## config.mk

```make
export PLATFORM = sky130hd
export DESIGN_NAME = unique_key_deque_core
export DESIGN_NICKNAME = d
export VERILOG_FILES = /design/src/rtl/ukd_pkg.sv /design/src/rtl/unique_key_deque_core.sv /design/src/rtl/ukd_ram.sv
export SDC_FILE = /design/constraint.sdc
export NUM_CORES = 1
export LEC_CHECK = 0
export BUFFER_PORTS_ARGS = -buffer_cell sky130_fd_sc_hd__buf_2
export CORE_MARGIN = 4
export CORE_UTILIZATION = 45
export CTS_CLUSTER_DIAMETER = 40
export DETAILED_ROUTE_END_ITERATION = 16
export GPL_TIMING_DRIVEN = 0
export MAX_ROUTING_LAYER = met4
export SYNTH_ARGS = -nofsm -noshare
export SYNTH_HDL_FRONTEND = slang
export SYNTH_SLANG_ARGS = --single-unit
export TNS_END_PERCENT = 1
```

## constraint.sdc

```tcl
create_clock -name clk -period 15.5 [get_ports clk]
set_clock_uncertainty 0.2 [all_clocks]
set_input_delay 1.55 -clock clk [delete_from_list [all_inputs] [get_ports clk]]
set_output_delay 1.55 -clock clk [all_outputs]
set_load 0.05 [all_outputs]
```

## src/rtl/ukd_pkg.sv

```systemverilog
// Shared types and codes for the unique-key deque.
// Depends on nothing; the core and the testbench import it.
package ukd_pkg;

    localparam int OP_W   = 2;
    localparam int ST_W   = 3;
    localparam int WORD_W = 32;

    // Operation codes carried in the request tuser.
    localparam logic [OP_W-1:0] OP_APPEND  = 2'd0;
    localparam logic [OP_W-1:0] OP_PREPEND = 2'd1;
    localparam logic [OP_W-1:0] OP_DISPLAY = 2'd2;

    // Status codes carried in the result tuser.
    localparam logic [ST_W-1:0] ST_APPENDED  = 3'd0;
    localparam logic [ST_W-1:0] ST_PREPENDED = 3'd1;
    localparam logic [ST_W-1:0] ST_DUPLICATE = 3'd2;
    localparam logic [ST_W-1:0] ST_FULL      = 3'd3;
    localparam logic [ST_W-1:0] ST_EMPTY     = 3'd4;
    localparam logic [ST_W-1:0] ST_SHOWN     = 3'd5;

endpackage

```

## src/rtl/unique_key_deque_core.sv

```systemverilog
// Top level of the unique-key deque: sequencer, pointers and result register.
// Depends on ukd_pkg and ukd_ram.
//
// Usage:
// Requests arrive on the s_ channel. s_tuser carries the operation (append at
// tail, prepend at head, display all), s_tdata carries key and data. Results
// leave on the m_ channel: m_tuser carries the status, m_tdata the key and data
// of a shown entry (zero otherwise), and m_tlast marks the final result of a
// request. An insert gives exactly one result; a display gives one result per
// stored entry from head to tail, or a single empty status.
//
// Timing: an insert walks the stored keys through one shared 32-bit compare,
// one key per cycle behind the registered memory read. Its result is loaded
// in S_FIN once the result register is free, and the sequencer then returns
// to idle for the next request. A display loads each result in two steps
// (memory read in S_DRD, then result register in S_DOUT), waiting in S_DOUT
// while the receiver stalls. One request is handled at a time; s_tready is
// high only while the sequencer is idle, even when a result still waits in
// the output register.
//
// Reset clears head, count, sequencer and result valid; stored entries are not
// cleared and no clearing pass runs. When the receiver stalls, the result
// register holds its contents and the sequencer waits before loading the next.
module unique_key_deque_core #(
    parameter int DEPTH = 16
) (
    input  logic                          clk,
    input  logic                          rst_n,
    input  logic                          s_tvalid,
    output logic                          s_tready,
    // s_tdata: key [31:0], value [63:32]
    input  logic [2*ukd_pkg::WORD_W-1:0]  s_tdata,
    // s_tuser: op [1:0]
    input  logic [ukd_pkg::OP_W-1:0]      s_tuser,
    output logic                          m_tvalid,
    input  logic                          m_tready,
    // m_tdata: out_key [31:0], out_value [63:32]
    output logic [2*ukd_pkg::WORD_W-1:0]  m_tdata,
    // m_tuser: status [2:0]
    output logic [ukd_pkg::ST_W-1:0]      m_tuser,
    output logic                          m_tlast
);

    import ukd_pkg::*;

    localparam int IDX_W = $clog2(DEPTH);
    localparam int CNT_W = $clog2(DEPTH + 1);
    localparam int SUM_W = CNT_W + 1;

    // Sequencer states.
    localparam logic [2:0] S_IDLE = 3'd0;
    localparam logic [2:0] S_SCAN = 3'd1;
    localparam logic [2:0] S_FIN  = 3'd2;
    localparam logic [2:0] S_DRD  = 3'd3;
    localparam logic [2:0] S_DOUT = 3'd4;

    logic [2:0]        state_reg, state_next;
    logic [IDX_W-1:0]  head_reg, head_next;
    logic [CNT_W-1:0]  cnt_reg, cnt_next;
    logic [CNT_W-1:0]  pos_reg, pos_next;
    logic [IDX_W-1:0]  ptr_reg, ptr_next;
    logic              rd_vld_reg, rd_vld_next;
    logic              found_reg, found_next;
    logic [OP_W-1:0]   op_reg, op_next;
    logic [WORD_W-1:0] key_reg, key_next;
    logic [WORD_W-1:0] value_reg, value_next;
    logic [ST_W-1:0]   res_reg, res_next;

    logic              out_valid_reg, out_valid_next;
    logic [ST_W-1:0]   out_status_reg, out_status_next;
    logic [WORD_W-1:0] out_key_reg, out_key_next;
    logic [WORD_W-1:0] out_value_reg, out_value_next;
    logic              out_last_reg, out_last_next;

    logic                ram_we;
    logic [IDX_W-1:0]    ram_waddr;
    logic                ram_re;
    logic [2*WORD_W-1:0] ram_rdata;
    logic [WORD_W-1:0]   rd_key;
    logic [WORD_W-1:0]   rd_value;

    logic [SUM_W-1:0]  tail_sum;
    logic [IDX_W-1:0]  tail_slot;
    logic [IDX_W-1:0]  prev_head;
    logic [IDX_W-1:0]  ptr_inc;
    logic              out_free;

    ukd_ram #(
        .DEPTH (DEPTH),
        .WIDTH (2 * WORD_W)
    ) u_ram (
        .clk   (clk),
        .we    (ram_we),
        .waddr (ram_waddr),
        .wdata ({value_reg, key_reg}),
        .re    (ram_re),
        .raddr (ptr_reg),
        .rdata (ram_rdata)
    );

    assign rd_key   = ram_rdata[WORD_W-1:0];
    assign rd_value = ram_rdata[2*WORD_W-1:WORD_W];

    // The tail slot is head + count folded once into the ring.
    assign tail_sum  = SUM_W'(head_reg) + SUM_W'(cnt_reg);
    assign tail_slot = (tail_sum >= SUM_W'(DEPTH)) ? IDX_W'(tail_sum - SUM_W'(DEPTH))
                                                   : IDX_W'(tail_sum);
    assign prev_head = (head_reg == '0) ? IDX_W'(DEPTH - 1) : head_reg - IDX_W'(1);
    assign ptr_inc   = (ptr_reg == IDX_W'(DEPTH - 1)) ? '0 : ptr_reg + IDX_W'(1);
    assign out_free  = !out_valid_reg || m_tready;

    assign s_tready = (state_reg == S_IDLE);
    assign m_tvalid = out_valid_reg;
    assign m_tdata  = {out_value_reg, out_key_reg};
    assign m_tuser  = out_status_reg;
    assign m_tlast  = out_last_reg;

    always_comb
    begin
        state_next      = state_reg;
        head_next       = head_reg;
        cnt_next        = cnt_reg;
        pos_next        = pos_reg;
        ptr_next        = ptr_reg;
        rd_vld_next     = 1'b0;
        found_next      = found_reg;
        op_next         = op_reg;
        key_next        = key_reg;
        value_next      = value_reg;
        res_next        = res_reg;
        out_valid_next  = out_valid_reg && !m_tready;
        out_status_next = out_status_reg;
        out_key_next    = out_key_reg;
        out_value_next  = out_value_reg;
        out_last_next   = out_last_reg;
        ram_we          = 1'b0;
        ram_waddr       = tail_slot;
        ram_re          = 1'b0;

        case (state_reg)
            S_IDLE:
            begin
                if (s_tvalid)
                begin
                    op_next    = s_tuser;
                    key_next   = s_tdata[WORD_W-1:0];
                    value_next = s_tdata[2*WORD_W-1:WORD_W];
                    pos_next   = '0;
                    ptr_next   = head_reg;
                    found_next = 1'b0;
                    case (s_tuser)
                        OP_APPEND, OP_PREPEND:
                        begin
                            state_next = S_SCAN;
                        end
                        OP_DISPLAY:
                        begin
                            if (cnt_reg == '0)
                            begin
                                res_next   = ST_EMPTY;
                                state_next = S_FIN;
                            end
                            else
                            begin
                                state_next = S_DRD;
                            end
                        end
                        default:
                        begin
                            // The unused operation is dropped without a result.
                            state_next = S_IDLE;
                        end
                    endcase
                end
            end
            S_SCAN:
            begin
                // Compare the key read in the previous cycle.
                if (rd_vld_reg && (rd_key == key_reg))
                begin
                    found_next = 1'b1;
                end
                if (pos_reg != cnt_reg)
                begin
                    ram_re      = 1'b1;
                    rd_vld_next = 1'b1;
                    pos_next    = pos_reg + CNT_W'(1);
                    ptr_next    = ptr_inc;
                end
                else if (!rd_vld_reg)
                begin
                    state_next = S_FIN;
                    if (found_reg)
                    begin
                        res_next = ST_DUPLICATE;
                    end
                    else if (cnt_reg == CNT_W'(DEPTH))
                    begin
                        res_next = ST_FULL;
                    end
                    else
                    begin
                        ram_we   = 1'b1;
                        cnt_next = cnt_reg + CNT_W'(1);
                        if (op_reg == OP_APPEND)
                        begin
                            res_next = ST_APPENDED;
                        end
                        else
                        begin
                            ram_waddr = prev_head;
                            head_next = prev_head;
                            res_next  = ST_PREPENDED;
                        end
                    end
                end
            end
            S_FIN:
            begin
                if (out_free)
                begin
                    out_valid_next  = 1'b1;
                    out_status_next = res_reg;
                    out_key_next    = '0;
                    out_value_next  = '0;
                    out_last_next   = 1'b1;
                    state_next      = S_IDLE;
                end
            end
            S_DRD:
            begin
                ram_re     = 1'b1;
                state_next = S_DOUT;
            end
            S_DOUT:
            begin
                // Read data stays put until the next read, so a stall is safe here.
                if (out_free)
                begin
                    out_valid_next  = 1'b1;
                    out_status_next = ST_SHOWN;
                    out_key_next    = rd_key;
                    out_value_next  = rd_value;
                    out_last_next   = ((pos_reg + CNT_W'(1)) == cnt_reg);
                    pos_next        = pos_reg + CNT_W'(1);
                    ptr_next        = ptr_inc;
                    state_next      = ((pos_reg + CNT_W'(1)) == cnt_reg) ? S_IDLE : S_DRD;
                end
            end
            default:
            begin
                state_next = S_IDLE;
            end
        endcase
    end

    always_ff @(posedge clk or negedge rst_n)
    begin
        if (!rst_n)
        begin
            state_reg     <= S_IDLE;
            head_reg      <= '0;
            cnt_reg       <= '0;
            pos_reg       <= '0;
            ptr_reg       <= '0;
            rd_vld_reg    <= 1'b0;
            found_reg     <= 1'b0;
            out_valid_reg <= 1'b0;
        end
        else
        begin
            state_reg     <= state_next;
            head_reg      <= head_next;
            cnt_reg       <= cnt_next;
            pos_reg       <= pos_next;
            ptr_reg       <= ptr_next;
            rd_vld_reg    <= rd_vld_next;
            found_reg     <= found_next;
            out_valid_reg <= out_valid_next;
        end
    end

    always_ff @(posedge clk)
    begin
        op_reg         <= op_next;
        key_reg        <= key_next;
        value_reg      <= value_next;
        res_reg        <= res_next;
        out_status_reg <= out_status_next;
        out_key_reg    <= out_key_next;
        out_value_reg  <= out_value_next;
        out_last_reg   <= out_last_next;
    end

    // The entry count never passes the ring size.
    a_cnt_bound: assert property (@(posedge clk) disable iff (!rst_n)
        cnt_reg <= CNT_W'(DEPTH))
        else $error("entry count above depth");

    // A store only happens for a new key with room left.
    a_write_ok: assert property (@(posedge clk) disable iff (!rst_n)
        ram_we |-> (!found_reg && (cnt_reg < CNT_W'(DEPTH)) && (state_reg == S_SCAN)))
        else $error("entry written for duplicate key or full deque");

    // Only shown entries of a display may come without the last mark.
    a_mid_shown: assert property (@(posedge clk) disable iff (!rst_n)
        (m_tvalid && !m_tlast) |-> (m_tuser == ST_SHOWN))
        else $error("non-final result that is not a shown entry");

    // A pending key compare belongs to the duplicate scan.
    a_scan_read: assert property (@(posedge clk) disable iff (!rst_n)
        rd_vld_reg |-> (state_reg == S_SCAN))
        else $error("key compare outside the scan");

endmodule

```

## src/rtl/ukd_ram.sv

```systemverilog
// Simple dual-port entry store: one write port and one registered read port.
// Depends on nothing.
module ukd_ram #(
    parameter int DEPTH = 16,
    parameter int WIDTH = 64
) (
    input  logic                     clk,
    input  logic                     we,
    input  logic [$clog2(DEPTH)-1:0] waddr,
    input  logic [WIDTH-1:0]         wdata,
    input  logic                     re,
    input  logic [$clog2(DEPTH)-1:0] raddr,
    output logic [WIDTH-1:0]         rdata
);

    logic [WIDTH-1:0] mem [DEPTH];

    always_ff @(posedge clk)
    begin
        if (we)
        begin
            mem[waddr] <= wdata;
        end
        if (re)
        begin
            rdata <= mem[raddr];
        end
    end

endmodule

```

==> out/metrics.yaml, run 1 <==
status: "complete, no violations"
r2r-end: "u_ram.mem[15][29]"
avgRoutedWirePerCell_um: 27.5
clk_pin_slew_ps: 50
start_kind: "flop"
core_um2: 105000
nFillCells: 8149
setup_viol_count_final: 0
start_util_pct: 45.3
whs_ps: 302
ys_ff_latch: 1249
io_pins: 140
vias: 24688
ys_seq_area_share_pct: 78.2
maxSlewViolCount: 0
rsz0062_at_grt: "no"
setup_ws_ps: 11370
synth_edf_count: 1225
cts_sinks: 1249
die_width_um: 334
htreeDepth: 4
hold_depth: 1
fmax_mhz: 242
top_regs: "u_ram.mem (1024), u_ram.rdata (64)"
period_share_pct: 26.7
largest_register_ffs: 1024
drive_gt1_share_pct: 24.5
synth_ff_type: "edfxtp_1"
port_buffers: 139
layout.cells.non_filler: 4323
timing.slew.headroom_pct: 3.42
tightestPinTransition_ps: 1450
dr.pass1.iters: 5
grt_max_degree: 42
hold_end: "m_tuser[2]"
reg2reg_slack_ps: 11370
cts_max_path_buffers: 3
top_register: "u_ram.mem"
gr-usage-all-layers_pct: 21.9
cp.buffers_inverters: 2
worstPathMaxFanout: 10
area_growth_pct: 18.8
worstPathArrival_ps: 2380
syn_nets: 2529
row_count: 119
cts_resized: 0
cp_slowest_cell: "nor3_2"
r2r_start: "state_reg[2]"
drc: 0
power_mw: 11.0
clockRootBuffer: "clkbuf_16"
cpPeakStageDelay_ps: 680
syn_area_um2: 47800
hold_violations: 0
hp-class: "reg -> reg"
synth_async_sr_flop_share_pct: 1.92
yosys_warnings: 0
dp_cells: 4036
rr_worst_depth: 10
p_leak_nw: 18.8
fp.dieH_um: 334
gp_congestion: 0.805
insertion_delay_ps: 760
synthCells: 2450
ys_types: 65
drt_iter0_drc: 2506
wirelength_um: 119000
die_area_um2: 111000
path_class: "reg -> out"
ant_nets: 0
postCtsHoldBufs: 0
cts_setup_buffers: 0
numCtsBuffers: 156
endpoint_kind: "output port"
cp_top_family: "simple AND/OR/NAND/NOR gates"
syn_avg_cell_area_um2: 19.5
fin_crit_ps: 4130
vias_per_cell: 5.71
fin_tns_setup_ps: 0
drv_cap: 0
grt_pass1_wl_um: 172000
grt-ovfl-total: 0
final_nets: 2882
grt_pass1_vias: 25635
crit_path_cell_trace: "buf_2 > nor3_2 > buf_2"
cpMostUsedCell: "buf_2"
antenna_found_initial: 2
hpwl_um: 79000
powerDensity_nw_per_um2: 193
ir_worst_vdd_v: 0.000127
tritoncts: "built"
worstPathRequired_ps: 13750
min_from: "res_reg[2]"
dp_slack_ps: 11420
==> cells by family (layout without fill, tap and decap cells) <==
| logic type | after synthesis | in the layout | share of synthesized area (%) |
|---|---|---|---|
| buffers and inverters | 137 | 618 | 1.22 |
| DFF | 1249 | 1249 | 78.2 |
| and+or+nand+nor | 238 | 238 | 2.60 |
| other | 0 | 1 | 0 |
| xor gates and xnor gates | 53 | 53 | 0.987 |
| AOI/OAI and AO/OA | 377 | 377 | 5.06 |
| muxes | 387 | 387 | 11.6 |
| adders and majority gates | 9 | 9 | 0.251 |
==> cells in the mapped netlist, types with 4 or more instances <==
master | instances | area (um^2)
a22oi_1 | 67 | 503
nand2_1 | 81 | 304
xnor2_1 | 17 | 149
nor2b_1 | 4 | 25.0
a21oi_1 | 74 | 370
xor2_1 | 35 | 307
mux2i_1 | 194 | 1940
o21a_1 | 4 | 30.0
mux2_2 | 64 | 721
nor4_1 | 7 | 43.8
dfrtp_1 | 24 | 601
inv_1 | 11 | 41.3
nor3_1 | 8 | 40.0
mux4_2 | 128 | 2880
nand3_1 | 5 | 25.0
a221oi_1 | 64 | 561
and2_1 | 66 | 413
o21ai_0 | 140 | 701
edfxtp_1 | 1225 | 36800
nand2b_1 | 5 | 31.3
nor2_1 | 34 | 128
buf_1 | 8 | 30.0
ha_1 | 8 | 100
clkbuf_1 | 73 | 274
buf_2 | 41 | 205
nand4_1 | 5 | 31.3
==> metal layers <==
metal,track usage (%),up-vias,share of wire [%]
met3,3.40,172,6.0
met4,5.99,0,2.2
met1,28.5,12897,41
met5,-,-,0
li1,-,10695,-
met2,36.3,924,51
==> through the flow <==
stage | instance area [um^2] | util (%)
floorplan | 47800 | -
global placement | 50200 | 47.6
detailed placement | 51500 | 48.9
CTS | 56800 | 53.9
global route | 56800 | 53.9
finish | 56800 | 53.9
==> cell type report <==
| type | count | area [um^2] | share of cell area [%] |
|---|---|---|---|
| plain buffers | 125 | 539 | 0.950 |
| inverters | 12 | 47.5 | 0.0838 |
| clock inverters | 110 | 1230 | 2.17 |
| well taps | 1391 | 1740 | 3.07 |
| flip-flops and latches | 1249 | 37400 | 65.9 |
| clock buffers | 176 | 3990 | 7.03 |
| diodes | 1 | 2.50 | 0.00441 |
| multi-input cells | 1064 | 9950 | 17.5 |
| repair buffers | 195 | 1880 | 3.31 |
==> cells in the final DEF, fill, tap and decap left out, types with 16 or more instances in the layout <==
master | Yosys | final
mux2i_1 | 194 | 194
dfrtp_1 | 24 | 24
clkbuf_16 | 0 | 156
buf_12 | 0 | 37
and2_1 | 66 | 66
a22oi_1 | 67 | 67
buf_2 | 41 | 180
edfxtp_1 | 1225 | 1225
inv_6 | 0 | 19
xor2_1 | 35 | 35
clkinv_1 | 0 | 19
nor2_4 | 0 | 16
xnor2_1 | 17 | 17
mux2_2 | 64 | 64
clkinv_2 | 0 | 17
clkbuf_1 | 73 | 92
nor2_1 | 34 | 18
a221oi_1 | 64 | 64
nand2_1 | 81 | 81
mux4_2 | 128 | 128
o21ai_0 | 140 | 140
a21oi_1 | 74 | 73
==> how the worst max path moves through the flow <==
stage                       from           endpoint  slack, ps  depth (start not counted)
finish              state_reg[2]           s_tready      11370                          3
global placement    state_reg[2]  u_ram.mem[10][33]       6530                          8
floorplan             cnt_reg[3]    u_ram.mem[3][0]      10320                          7
detailed placement  state_reg[2]  u_ram.mem[14][29]      11420                         10
global route        state_reg[2]  u_ram.mem[14][29]      11210                         10
CTS                 state_reg[2]           s_tready      11240                          3
==> report_power, final <==
group / switching (mW) / leakage [nW] / internal [mW] / total, mW
sequential: 0.247 / 11.4 / 4.22 / 4.46
clock: 1.47 / 2.52 / 2.12 / 3.59
combinational: 1.90 / 4.93 / 1.01 / 2.91
No activity file was read; power rests on OpenSTA's default activity.
==> run 2: changes to the inputs <==
==> constraint.sdc (replaced) <==
create_clock -name clk -period 4.1 [get_ports clk]
set_clock_uncertainty 0.2 [all_clocks]
set_input_delay 0.41 -clock clk [delete_from_list [all_inputs] [get_ports clk]]
set_output_delay 0.41 -clock clk [all_outputs]
set_load 0.05 [all_outputs]
==> run 2 against run 1 <==
Net effect:
- critical path depth up 7
- first-iteration DRC count up 2.6%
- non-clock buffer count rose by 67
- highest routed layer unchanged
- cell area grew 0.75%
- wire length is 0.51% lower
- largest power group unchanged
- register-to-register slack worse by 11000 ps
==> out/metrics.yaml, run 2 (synthesis gave the netlist of run 1 again) <==
tightestPinTransition_ps: 1430  # -22.2 ps
whs_ps: 172  # -130 ps
antenna_found_initial: 3  # +1
hold_end: "value_reg[7]"
drv_cap: 0  # unchanged
numCtsBuffers: 151  # -3.2%
cpPeakStageDelay_ps: 720  # +40 ps
min_from: "s_tdata[39]"
antennaDiodeCount: 0  # -1
tritoncts: "built"
ant_nets: 0  # unchanged
finalCoreUtilization_pct: 54.3  # +0.40 points
cts_sinks: 1249  # unchanged
timing.slew.headroom_pct: 4.90  # +1.5 points
grt.busiest_layer: "met2"
r2r-end: "u_ram.mem[14][33]"
row_count: 119  # unchanged
crit_path_cell_trace: "buf_2 > nand2b_4 > nor2_2 > inv_2 > or2_4 > nor4_4 > o21ai_2 > nor2_4 > buf_12 > buf_12"
gp_congestion: 0.801  # -0.47%
hold_violations: 0  # unchanged
p_leak_nw: 19.0  # +0.76%
vias: 24777  # +0.36%
final_nets: 2944  # +2.2%
insertion_delay_ps: 750  # about the same
met2_usage_pct: 35.9  # -0.49 points
die_width_um: 334  # unchanged
powerDensity_nw_per_um2: 719  # +270%
drt_iter0_drc: 2570  # +2.6%
cp_top_family: "simple AND/OR/NAND/NOR gates"
largest_register_ffs: 1024  # unchanged
nFillCells: 8105  # -0.54%
status: "complete, no violations"
cp.buffers_inverters: 4  # +2
fp.dieH_um: 334  # unchanged
path_class: "reg -> reg"
drc: 0  # unchanged
maxSlewViolCount: 0  # unchanged
wirelength_um: 118000  # -0.51%
area_growth_pct: 19.7
fin_crit_ps: 4060
power_mw: 41.1  # +280%
grt_pass1_wl_um: 171000  # -0.35%
cts_setup_buffers: 0  # unchanged
grt-ovfl-total: 0  # unchanged
hpwl_um: 78200  # -0.97%
ir_worst_vdd_v: 0.000376  # +200%
mostFrequentLayoutCells: "edfxtp_1, mux2i_1, buf_2, clkbuf_16, o21ai_0"
top_regs: "u_ram.mem (1024), u_ram.rdata (64)"
start_util_pct: 45.3  # unchanged
port_buffers: 139  # unchanged
worstPathRequired_ps: 4330  # -9420 ps
htreeDepth: 4  # unchanged
grt_pass1_vias: 25739  # +0.41%
worstPathArrival_ps: 4290  # +1910 ps
clk_pin_slew_ps: 60  # about the same
cp_slowest_cell: "nor2_4"
dr.pass1.iters: 6  # +1
grt_max_degree: 42  # unchanged
avgRoutedWirePerCell_um: 27.1  # -1.6%
core_um2: 105000  # unchanged
rsz0062_at_grt: "yes"
grtUsageMet1_pct: 28.1  # -0.41 points
io_pins: 140  # unchanged
endpoint_kind: "flop"
final_common_cell: "edfxtp_1"
reg2reg_slack_ps: 40  # -11330 ps
vias_per_cell: 5.67  # -0.74%
setup_viol_count_final: 0  # unchanged
cts_max_path_buffers: 3  # unchanged
gr-usage-all-layers_pct: 21.9  # about the same
top_register: "u_ram.mem"
worstPathMaxFanout: 25  # +15
drive_gt1_share_pct: 23.7  # -0.77 points
die_area_um2: 111000  # unchanged
start_kind: "flop"
clockRootBuffer: "clkbuf_16"
fin_tns_setup_ps: 0  # unchanged
met3_usage_pct: 3.63  # +0.24 points
hold_depth: 2  # +1
cpMostUsedCell: "buf_12"
rr_worst_depth: 10  # unchanged
r2r_start: "state_reg[2]"
hp-class: "in -> reg"
fmax_mhz: 246
period_share_pct: 99.1
==> run 2: changes by cell type in the layout (fill, tap and decap cells not counted), moves of 2 or more <==
cell,delta
clkinv_4,-4
inv_6,-4
clkbuf_1,-9
inv_8,-4
dlygate4sd3_1,+70
inv_16,-4
buf_16,-2
clkinvlp_4,+9
clkinv_16,-2
bufinv_16,+3
clkinv_2,+2
clkbuf_16,-2
==> run 2: layout make-up <==
cell class	instances	area, um^2	share of cell area (%)
repair buffers	262	2510	4.39
clock inverters	104	1120	1.97
multi-input cells	1064	9950	17.4
plain buffers	125	539	0.943
clock buffers	164	3890	6.80
flip-flops and latches	1249	37400	65.4
inverters	12	47.5	0.0831
well taps	1391	1740	3.04
==> run 2: worst max path at each step <==
stage / cells after the start / end / slack [ps] / from
2_1_floorplan: 7 / u_ram.mem[0][0] / -1040 / cnt_reg[3]
3_3_place_gp: 8 / u_ram.mem[9][33] / -4870 / state_reg[2]
3_5_place_dp: 10 / u_ram.mem[10][33] / 100 / state_reg[2]
4_1_cts: 10 / u_ram.mem[10][33] / 70 / state_reg[2]
5_1_grt: 10 / u_ram.mem[14][33] / -100 / state_reg[2]
6_report: 10 / u_ram.mem[14][33] / 40 / state_reg[2]
==> run 2: per-stage QoR <==
step	area [um^2]	worst slack [ps]	cells
2_1_floorplan	47800	-1040	2450
3_3_place_gp	50200	-4870	3980
5_1_grt	57200	-95.0	4371
6_report	57200	36.6	4371
3_5_place_dp	51500	96.2	4032
4_1_cts	57200	71.1	4371
==> run 2: what timing repair did <==
action | 4_1_cts | 5_1_grt
resized for setup | 0 | 0
setup endpoints to repair | 0 | 46
endpoints found under the hold margin | 99 | 0
hold buffers | 71 | 0
==> run 2: power breakdown <==
part           switching (mW)  internal, mW
clock network            5.28          7.95
registers               0.937          15.9
logic                    7.15          3.85
total                    13.4          27.7
==> run 2: per-layer routing <==
metal	wire length, um	vias to the layer above	share of wire [%]
li1	-	10802	-
met1	48200	12877	41
met5	0	-	0
met4	3660	0	3.1
met2	58900	879	50
met3	7560	219	6.4
==> run 2: worst register-to-register path: cells and delay by family, from the launching register on <==
| kind | cells | cell delay, ps |
|---|---|---|
| buffers and inverters | 4 | 910 |
| flip-flops | 1 | 360 |
| AND/OR/NAND/NOR | 5 | 1960 |
| AO/OA/AOI/OAI | 1 | 300 |
